--- src/rtl/jddm_pkg.sv ---
// Shared types and constants for the joystick differential-drive mixer.
package jddm_pkg;

  localparam int AxisW    = 10;
  localparam int MagW     = 11;   // |Y +/- X| reaches 1024
  localparam int SteerW   = 17;   // X * 100
  localparam int ProdW    = 18;   // |m| * 127
  localparam int FullW    = 27;   // |m| * 127 * speed_factor
  localparam int DriveW   = 10;   // full product >> 17
  localparam int DutyW    = 8;
  localparam int DeadW    = 10;
  localparam int SpeedW   = 9;
  localparam int CfgIdxW  = 3;
  localparam int CfgDataW = 10;

  localparam int DriveShift = 17;
  localparam int TurboBase  = 255 * 512;
  localparam int TurboGain  = 100;
  localparam int MixGain    = 127;
  localparam int DutyMax    = 255;

  typedef enum logic [CfgIdxW-1:0] {
    REG_DEAD_ZONE    = 3'd0,
    REG_PWM_MAX      = 3'd1,
    REG_LEFT_TRIM    = 3'd2,
    REG_RIGHT_TRIM   = 3'd3,
    REG_SPEED_FACTOR = 3'd4
  } cfg_reg_t;

  typedef struct packed {
    logic [DeadW-1:0]  dead_zone;
    logic [DutyW-1:0]  pwm_max;
    logic [DutyW-1:0]  left_trim;
    logic [DutyW-1:0]  right_trim;
    logic [SpeedW-1:0] speed_factor;
  } cfg_t;

  // Stage 1 result: mixed magnitudes, signs, dead-zone flag, turbo steer term
  typedef struct packed {
    logic                     turbo;
    logic                     centered;
    logic                     l_neg;
    logic                     r_neg;
    logic [MagW-1:0]          l_mag;
    logic [MagW-1:0]          r_mag;
    logic signed [SteerW-1:0] steer;
  } prep_t;

  // Stage 2 result: magnitude times 127, turbo duties
  typedef struct packed {
    logic              turbo;
    logic              centered;
    logic              l_neg;
    logic              r_neg;
    logic [ProdW-1:0]  l_prod;
    logic [ProdW-1:0]  r_prod;
    logic [DutyW-1:0]  l_turbo;
    logic [DutyW-1:0]  r_turbo;
  } scale_t;

  // Stage 3 result: scaled drive magnitudes with final direction
  typedef struct packed {
    logic              turbo;
    logic              centered;
    logic              l_rev;
    logic              r_rev;
    logic [DriveW-1:0] l_drive;
    logic [DriveW-1:0] r_drive;
    logic [DutyW-1:0]  l_turbo;
    logic [DutyW-1:0]  r_turbo;
  } drive_t;

  typedef struct packed {
    logic [DutyW-1:0] left_forward;
    logic [DutyW-1:0] left_reverse;
    logic [DutyW-1:0] right_forward;
    logic [DutyW-1:0] right_reverse;
  } duty_t;

  function automatic logic [DutyW-1:0] sat_add(input logic [DutyW-1:0] a,
                                               input logic [DutyW-1:0] b);
    logic [DutyW:0] sum;
    sum = {1'b0, a} + {1'b0, b};
    return sum[DutyW] ? DutyW'(DutyMax) : sum[DutyW-1:0];
  endfunction

endpackage

--- src/rtl/jddm_prep.sv ---
// Stage 1: axis decode, arcade mix sums, dead-zone test, turbo steer term.
module jddm_prep import jddm_pkg::*; (
  input  logic              clk,
  input  logic              rst,
  input  logic              in_valid,
  output logic              in_ready,
  input  logic [AxisW-1:0]  axis_x,
  input  logic [AxisW-1:0]  axis_y,
  input  logic              turbo,
  input  logic [DeadW-1:0]  dead_zone,
  output logic              out_valid,
  input  logic              out_ready,
  output prep_t             out_data
);

  logic signed [MagW:0]      x_ext;
  logic signed [MagW:0]      y_fwd;
  logic signed [MagW:0]      mix_l;
  logic signed [MagW:0]      mix_r;
  logic signed [MagW:0]      neg_l;
  logic signed [MagW:0]      neg_r;
  logic signed [MagW:0]      abs_x;
  logic signed [MagW:0]      abs_y;
  logic signed [SteerW-1:0]  steer;
  prep_t                     prep;

  assign in_ready = !out_valid || out_ready;

  always_comb begin
    x_ext = $signed({{(MagW+1-AxisW){axis_x[AxisW-1]}}, axis_x});
    // raw vertical is down-positive; flip so up is forward
    y_fwd = -$signed({{(MagW+1-AxisW){axis_y[AxisW-1]}}, axis_y});
    mix_l = y_fwd + x_ext;
    mix_r = y_fwd - x_ext;
    neg_l = -mix_l;
    neg_r = -mix_r;
    abs_x = x_ext[MagW] ? -x_ext : x_ext;
    abs_y = y_fwd[MagW] ? -y_fwd : y_fwd;
    steer = $signed({{(SteerW-AxisW){axis_x[AxisW-1]}}, axis_x}) * SteerW'(TurboGain);

    prep.turbo    = turbo;
    prep.centered = (abs_x[DeadW-1:0] < dead_zone) && (abs_y[DeadW-1:0] < dead_zone);
    prep.l_neg    = mix_l[MagW];
    prep.r_neg    = mix_r[MagW];
    prep.l_mag    = mix_l[MagW] ? neg_l[MagW-1:0] : mix_l[MagW-1:0];
    prep.r_mag    = mix_r[MagW] ? neg_r[MagW-1:0] : mix_r[MagW-1:0];
    prep.steer    = steer;
  end

  always_ff @(posedge clk) begin
    if (rst) begin
      out_valid <= 1'b0;
    end else if (in_ready) begin
      out_valid <= in_valid;
    end
  end

  always_ff @(posedge clk) begin
    if (in_valid && in_ready) begin
      out_data <= prep;
    end
  end

endmodule

--- src/rtl/jddm_scale.sv ---
// Stages 2 and 3: gain of 127 and turbo duties, then speed-factor scaling.
module jddm_scale import jddm_pkg::*; (
  input  logic              clk,
  input  logic              rst,
  input  logic              in_valid,
  output logic              in_ready,
  input  prep_t             in_data,
  input  logic [SpeedW-1:0] speed_factor,
  output logic              out_valid,
  input  logic              out_ready,
  output drive_t            out_data
);

  logic              mid_valid;
  logic              mid_ready;
  scale_t            mid_data;
  scale_t            scale;
  drive_t            drive;
  logic [FullW-1:0]  l_full;
  logic [FullW-1:0]  r_full;

  // floor(255 + g/512), limited to 255; the sum is always positive
  function automatic logic [DutyW-1:0] turbo_duty(input logic signed [SteerW:0] g);
    logic signed [SteerW+1:0] n;
    n = $signed((SteerW+2)'(TurboBase)) + $signed({g[SteerW], g});
    return (n[SteerW+1:9] > (SteerW-7)'(DutyMax)) ? DutyW'(DutyMax) : n[9+DutyW-1:9];
  endfunction

  assign mid_ready = !out_valid || out_ready;
  assign in_ready  = !mid_valid || mid_ready;

  always_comb begin
    scale.turbo    = in_data.turbo;
    scale.centered = in_data.centered;
    scale.l_neg    = in_data.l_neg;
    scale.r_neg    = in_data.r_neg;
    scale.l_prod   = ProdW'(in_data.l_mag) * ProdW'(MixGain);
    scale.r_prod   = ProdW'(in_data.r_mag) * ProdW'(MixGain);
    scale.l_turbo  = turbo_duty({in_data.steer[SteerW-1], in_data.steer});
    scale.r_turbo  = turbo_duty(-{in_data.steer[SteerW-1], in_data.steer});
  end

  always_comb begin
    l_full = FullW'(mid_data.l_prod) * FullW'(speed_factor);
    r_full = FullW'(mid_data.r_prod) * FullW'(speed_factor);
    drive.turbo    = mid_data.turbo;
    drive.centered = mid_data.centered;
    // a zero speed factor gives a zero product, which counts as forward
    drive.l_rev    = mid_data.l_neg && (speed_factor != '0);
    drive.r_rev    = mid_data.r_neg && (speed_factor != '0);
    drive.l_drive  = l_full[DriveShift +: DriveW];
    drive.r_drive  = r_full[DriveShift +: DriveW];
    drive.l_turbo  = mid_data.l_turbo;
    drive.r_turbo  = mid_data.r_turbo;
  end

  always_ff @(posedge clk) begin
    if (rst) begin
      mid_valid <= 1'b0;
      out_valid <= 1'b0;
    end else begin
      if (in_ready) begin
        mid_valid <= in_valid;
      end
      if (mid_ready) begin
        out_valid <= mid_valid;
      end
    end
  end

  always_ff @(posedge clk) begin
    if (in_valid && in_ready) begin
      mid_data <= scale;
    end
    if (mid_valid && mid_ready) begin
      out_data <= drive;
    end
  end

endmodule

--- src/rtl/jddm_drive.sv ---
// Stage 4: pwm_max limit, trim, saturation and channel steering; output register.
module jddm_drive import jddm_pkg::*; (
  input  logic             clk,
  input  logic             rst,
  input  logic             in_valid,
  output logic             in_ready,
  input  drive_t           in_data,
  input  logic [DutyW-1:0] pwm_max,
  input  logic [DutyW-1:0] left_trim,
  input  logic [DutyW-1:0] right_trim,
  output logic             out_valid,
  input  logic             out_ready,
  output duty_t            out_data
);

  logic [DutyW-1:0] l_lim;
  logic [DutyW-1:0] r_lim;
  logic [DutyW-1:0] l_duty;
  logic [DutyW-1:0] r_duty;
  duty_t            duty;

  assign in_ready = !out_valid || out_ready;

  always_comb begin
    l_lim  = (in_data.l_drive > DriveW'(pwm_max)) ? pwm_max : in_data.l_drive[DutyW-1:0];
    r_lim  = (in_data.r_drive > DriveW'(pwm_max)) ? pwm_max : in_data.r_drive[DutyW-1:0];
    l_duty = sat_add(l_lim, left_trim);
    r_duty = sat_add(r_lim, right_trim);
    duty   = '0;
    if (in_data.turbo) begin
      duty.left_forward  = sat_add(in_data.l_turbo, left_trim);
      duty.right_forward = sat_add(in_data.r_turbo, right_trim);
    end else if (!in_data.centered) begin
      if (in_data.l_rev) begin
        duty.left_reverse = l_duty;
      end else begin
        duty.left_forward = l_duty;
      end
      if (in_data.r_rev) begin
        duty.right_reverse = r_duty;
      end else begin
        duty.right_forward = r_duty;
      end
    end
  end

  always_ff @(posedge clk) begin
    if (rst) begin
      out_valid <= 1'b0;
    end else if (in_ready) begin
      out_valid <= in_valid;
    end
  end

  always_ff @(posedge clk) begin
    if (in_valid && in_ready) begin
      out_data <= duty;
    end
  end

endmodule

--- src/rtl/joystick_differential_drive_mixer_core.sv ---
// Top level of the joystick differential-drive mixer: config registers and pipeline.
//
// One joystick sample in, four H-bridge duty values out. The mixer is a
// four-stage pipeline (decode and mix, gain of 127, speed-factor multiply,
// limit/trim/steer) with an output register, so it takes one sample every
// clock unless the output stalls; each result passes each stage register in turn.
// Every stage has its own valid bit and holds under back-pressure, so bubbles
// are squeezed out and a stalled output still lets upstream stages fill.
// Configuration writes are always accepted (cfg_ready is tied high); write
// them only while no sample is in flight. Indexes beyond speed_factor are
// ignored.
module joystick_differential_drive_mixer_core import jddm_pkg::*; (
  input  logic                clk,
  input  logic                rst,
  input  logic                s_axis_tvalid,
  output logic                s_axis_tready,
  input  logic [23:0]         s_axis_tdata,  // axis_x[9:0], axis_y[19:10], zero pad
  input  logic                s_axis_tuser,  // turbo
  output logic                m_axis_tvalid,
  input  logic                m_axis_tready,
  // left_forward[7:0], left_reverse[15:8], right_forward[23:16], right_reverse[31:24]
  output logic [31:0]         m_axis_tdata,
  input  logic                cfg_valid,
  output logic                cfg_ready,
  input  logic [CfgIdxW-1:0]  cfg_index,
  input  logic [CfgDataW-1:0] cfg_data
);

  cfg_t   cfg;
  logic   prep_valid;
  logic   prep_ready;
  prep_t  prep_data;
  logic   drv_valid;
  logic   drv_ready;
  drive_t drv_data;
  duty_t  duty;

  assign cfg_ready = 1'b1;

  always_ff @(posedge clk) begin
    if (rst) begin
      cfg.dead_zone    <= DeadW'(20);
      cfg.pwm_max      <= DutyW'(220);
      cfg.left_trim    <= '0;
      cfg.right_trim   <= '0;
      cfg.speed_factor <= SpeedW'(256);
    end else if (cfg_valid && cfg_ready) begin
      case (cfg_reg_t'(cfg_index))
        REG_DEAD_ZONE:    cfg.dead_zone    <= cfg_data[DeadW-1:0];
        REG_PWM_MAX:      cfg.pwm_max      <= cfg_data[DutyW-1:0];
        REG_LEFT_TRIM:    cfg.left_trim    <= cfg_data[DutyW-1:0];
        REG_RIGHT_TRIM:   cfg.right_trim   <= cfg_data[DutyW-1:0];
        REG_SPEED_FACTOR: cfg.speed_factor <= cfg_data[SpeedW-1:0];
        default: ;
      endcase
    end
  end

  jddm_prep u_prep (
    .clk       (clk),
    .rst       (rst),
    .in_valid  (s_axis_tvalid),
    .in_ready  (s_axis_tready),
    .axis_x    (s_axis_tdata[AxisW-1:0]),
    .axis_y    (s_axis_tdata[2*AxisW-1:AxisW]),
    .turbo     (s_axis_tuser),
    .dead_zone (cfg.dead_zone),
    .out_valid (prep_valid),
    .out_ready (prep_ready),
    .out_data  (prep_data)
  );

  jddm_scale u_scale (
    .clk          (clk),
    .rst          (rst),
    .in_valid     (prep_valid),
    .in_ready     (prep_ready),
    .in_data      (prep_data),
    .speed_factor (cfg.speed_factor),
    .out_valid    (drv_valid),
    .out_ready    (drv_ready),
    .out_data     (drv_data)
  );

  jddm_drive u_drive (
    .clk        (clk),
    .rst        (rst),
    .in_valid   (drv_valid),
    .in_ready   (drv_ready),
    .in_data    (drv_data),
    .pwm_max    (cfg.pwm_max),
    .left_trim  (cfg.left_trim),
    .right_trim (cfg.right_trim),
    .out_valid  (m_axis_tvalid),
    .out_ready  (m_axis_tready),
    .out_data   (duty)
  );

  assign m_axis_tdata = {duty.right_reverse, duty.right_forward,
                         duty.left_reverse, duty.left_forward};

  // a side never drives both bridge channels at once
  a_left_one_dir: assert property (@(posedge clk) disable iff (rst)
    m_axis_tvalid |-> (duty.left_forward == '0 || duty.left_reverse == '0))
    else $error("left motor drives both directions");

  a_right_one_dir: assert property (@(posedge clk) disable iff (rst)
    m_axis_tvalid |-> (duty.right_forward == '0 || duty.right_reverse == '0))
    else $error("right motor drives both directions");

  // with the output register empty, every stage must be able to advance
  a_ready_when_drained: assert property (@(posedge clk) disable iff (rst)
    !m_axis_tvalid |-> s_axis_tready)
    else $error("input stalled with empty output");

  // an input into an empty pipeline reaches the output whatever the sink does
  a_latency: assert property (@(posedge clk) disable iff (rst)
    (s_axis_tvalid && s_axis_tready && !prep_valid && !u_scale.mid_valid && !drv_valid
     && !m_axis_tvalid) |-> ##4 m_axis_tvalid)
    else $error("transaction lost in pipeline");

endmodule

--- config.mk ---
export PLATFORM = sky130hd
export DESIGN_NAME = joystick_differential_drive_mixer_core
export DESIGN_NICKNAME = d
export VERILOG_FILES = /design/src/rtl/jddm_pkg.sv /design/src/rtl/jddm_prep.sv /design/src/rtl/jddm_scale.sv /design/src/rtl/jddm_drive.sv /design/src/rtl/joystick_differential_drive_mixer_core.sv
export SDC_FILE = /design/constraint.sdc
export NUM_CORES = 1
export LEC_CHECK = 0
export BUFFER_PORTS_ARGS = -buffer_cell sky130_fd_sc_hd__buf_2
export CELL_PAD_IN_SITES_DETAIL_PLACEMENT = 0
export CELL_PAD_IN_SITES_GLOBAL_PLACEMENT = 1
export CORE_MARGIN = 4
export CORE_UTILIZATION = 50
export DETAILED_ROUTE_END_ITERATION = 16
export GPL_TIMING_DRIVEN = 0
export HOLD_SLACK_MARGIN = 0.05
export PLACE_DENSITY_LB_ADDON = 0.1
export SLEW_MARGIN = 10
export SYNTH_ARGS = -nofsm -noshare
export SYNTH_HDL_FRONTEND = slang
export SYNTH_HIERARCHICAL = 1
export SYNTH_SLANG_ARGS = --single-unit
export TNS_END_PERCENT = 50
--- constraint.sdc ---
create_clock -name clk -period 9 [get_ports clk]
set_clock_uncertainty 0.15 [all_clocks]
set_input_delay 1.35 -clock clk [delete_from_list [all_inputs] [get_ports clk]]
set_output_delay 1.35 -clock clk [all_outputs]
set_load 0.01 [all_outputs]
==> metrics.csv <==
stage,metric,value,unit
timing,slew_headroom,44.1,%
critical_path,cp_data_required_time,9110,ps
timing,worst_pin_slew,838,ps
detailed_routing,drtIter0Drc,1063,
synth,synth_commonest_cells,"inv_1 (454), fa_1 (308), ha_1 (290)",
clocking,cts_buffers,24,
synth,synth_area_leader_cell,fa_1,
critical_path,criticalPathCategory,reg2reg,
floorplanning,pin_count,78,
clocking,clock_latency,550,ps
synth,syn_area_per_cell,9.79,um^2
placement,port_buffers,72,
timing,slew_violations,0,
critical_path,path_cells,"clkbuf_1, clkbuf_1, nand2_1, fa_1, inv_1, fa_1, fa_1, inv_1, fa_1, inv_1, ha_1, o211ai_1, a211oi_1, and2_1, a21bo_2, a21oi_2, o21a_1, o311ai_0",
synth,synth-seq-cells,215,
clocking,hold_buffers,0,
detailed_routing,ant_nets,0,
floorplanning,row_count,83,
detailed_routing,drc,0,
run_status,status,"finished, final reports clean",
power,p_leak,13.2,nW
synth,ys_types,95,
power,vdd_drop_max,1.09,mV
global_routing,antenna_found_initial,0,
critical_path,cp_slowest_cell,clkbuf_1,
global_routing,grt_pass1_wl,103000,um
layout,nFillCells,4633,
critical_path,worstPathArrival,6770,ps
detailed_routing,num_vias,18675,
synth,synth_cells,2668,
layout,area_growth,8.04,%
synth,yosysMostFrequentCell,inv_1,
run,maxCapViolCount,0,
layout,multi_input_area,18100,um^2
global_routing,grt_pass1_vias,19433,
synth,synth_top_area_share,23.6,%
critical_path,worstSetupEndpointType,flop,
clocking,cts.path.max_buffers,3,
synth,synth-seq-area-share,22.9,%
global_routing,grtUsageTotal,22.7,%
floorplanning,start_util,50.7,%
timing,fmax,150,MHz
synth,async_flop_share,0,%
timing,whs,263,ps
clocking,cts_tree,done,
detailed_routing,drtPass1Iterations,5,
layout,nNetsFinal,3410,
global_routing,grt_max_degree,57,
power,total_power,11.9,mW
timing,setup-tns-final,0,ps
critical_path,cp_num_buf_inv,5,
placement,dp_hpwl,52100,um
detailed_routing,routed_wl,63100,um
synth,netlist_area,26100,um^2
timing,rsz0062_at_grt,false,
synth,synth_edf_count,168,
timing,fin_crit_sh,74.0,%
critical_path,worstPathMaxFanout,10,
timing,fin_crit,6660,ps
critical_path,critPathTopFamily,adder cells,
critical_path,path_common_cell,fa_1,
floorplanning,die_w,237,um
critical_path,r2r_slack,2340,ps
synth,synthFlopType,edfxtp_1,
placement,place_congestion,0.891,
timing,setup_violations,0,
detailed_routing,vias_per_cell,5.38,
global_routing,grt_overflow,0,
synth,synthTopCellsByArea,"fa_1 (24%), edfxtp_1 (19%), ha_1 (14%), inv_1 (6.5%), and2_1 (4.6%)",
clocking,cts_resized,0,
layout,final_core_util,54.8,%
critical_path,worst_setup_path_start_kind,flop,
clocking,clk_pin_slew,60,ps
critical_path,critical-path-max-stage-delay,700,ps
clocking,cts_setup_buffers,0,
hold_path,hold_class,reg2reg,
layout,drive_gt1_share,6.10,%
clocking,cts.sinks,215,
floorplanning,fp.coreArea,51500,um^2
clocking,htreeDepth,1,
layout,register_area,5990,um^2
timing,report.final.hold_viol_count,0,
synth,ys_warn_count,6,
floorplanning,die_area,55900,um^2
clocking,cts_root_buffer,clkbuf_16,
detailed_routing,wl_per_cell,18.2,um
power,power_density,423,nW/um^2
floorplanning,die_h,237,um
stage by stage:
stage / setup WS (ps) / cell area [um^2] / instances
detailed placement: 2390 / 27400 / 3423
floorplan: 3870 / 26100 / 2669
global placement: 2400 / 27300 / 3421
finish: 2340 / 28200 / 3469
global route: 2040 / 28200 / 3467
CTS: 2360 / 28200 / 3467
layout by cell type (no fill, tap or decap), types with 16 or more instances in the layout:
cell	netlist	final
and2_1	193	190
clkbuf_16	0	24
a21oi_1	87	87
ha_1	290	290
xnor2_1	107	107
fa_1	308	308
nand3_1	31	31
o21ai_0	72	72
clkbuf_1	62	65
nor2_1	131	131
nor3_1	35	35
nor2b_1	24	23
a21o_1	28	28
dfxtp_1	47	47
mux2_1	16	16
mux2i_1	49	49
xor2_1	34	34
o21ai_1	16	16
nand2b_1	66	66
inv_1	454	454
edfxtp_1	168	168
buf_2	9	81
nand2_1	202	202
worst paths after layout:
check | startpoint | to | cells past startpoint
hold reg to reg | u_prep/out_data[39]$_DFFE_PP_ | u_scale/mid_data[52]$_DFFE_PP_ | 0
setup reg to reg | cfg[1]$_SDFFE_PP0P_ | u_scale/out_data[24]$_DFFE_PP_ | 18
hold / removal | u_prep/out_data[39]$_DFFE_PP_ | u_scale/mid_data[52]$_DFFE_PP_ | 0
setup / recovery | cfg[1]$_SDFFE_PP0P_ | u_scale/out_data[24]$_DFFE_PP_ | 18
power breakdown:
group          switching [mW]  internal [mW]
registers               0.265           1.80
clock network           0.423          0.607
logic                    4.97           3.86
total                    5.66           6.26
layout make-up:
type,count,area share [%]
Multi-Input combinational cell,1919,64.2
Sequential cell,215,21.2
Inverter,456,6.07
Tap cell,680,3.02
Clock buffer,30,2.32
Timing Repair Buffer,74,1.42
Buffer,79,1.17
Clock inverter,14,0.612
Antenna cell,2,0.0177
registers in the layout (all words and copies together), names as in the netlist:
signal	cells
u_scale/out_valid	1
cfg	43
u_scale/out_data	40
u_scale/mid_data	38
u_prep/out_data	40
u_drive/out_data	32
u_prep/out_valid	1
u_drive/out_valid	1
u_scale/mid_valid	1
u_scale/drive	18
layer usage:
metal	vias to the layer above	GRT usage, %	wire [um]
met5	-	0	0
met4	0	6.09	1800
met3	89	2.95	2860
met2	394	37.3	29600
met1	9270	32.0	28800
li1	8922	-	-
logic make-up after synthesis:
group	after synthesis	share of synthesized area, %
buffers and inverters	535	7.82
AOI/OAI and AO/OA	336	8.49
xor gates and xnor gates	144	5.00
DFF	215	22.9
and+or+nand+nor	773	15.6
adders and majority gates	598	37.5
other	2	0.0288
muxes	65	2.57
Note: power is estimated with default switching activity, not from simulation.
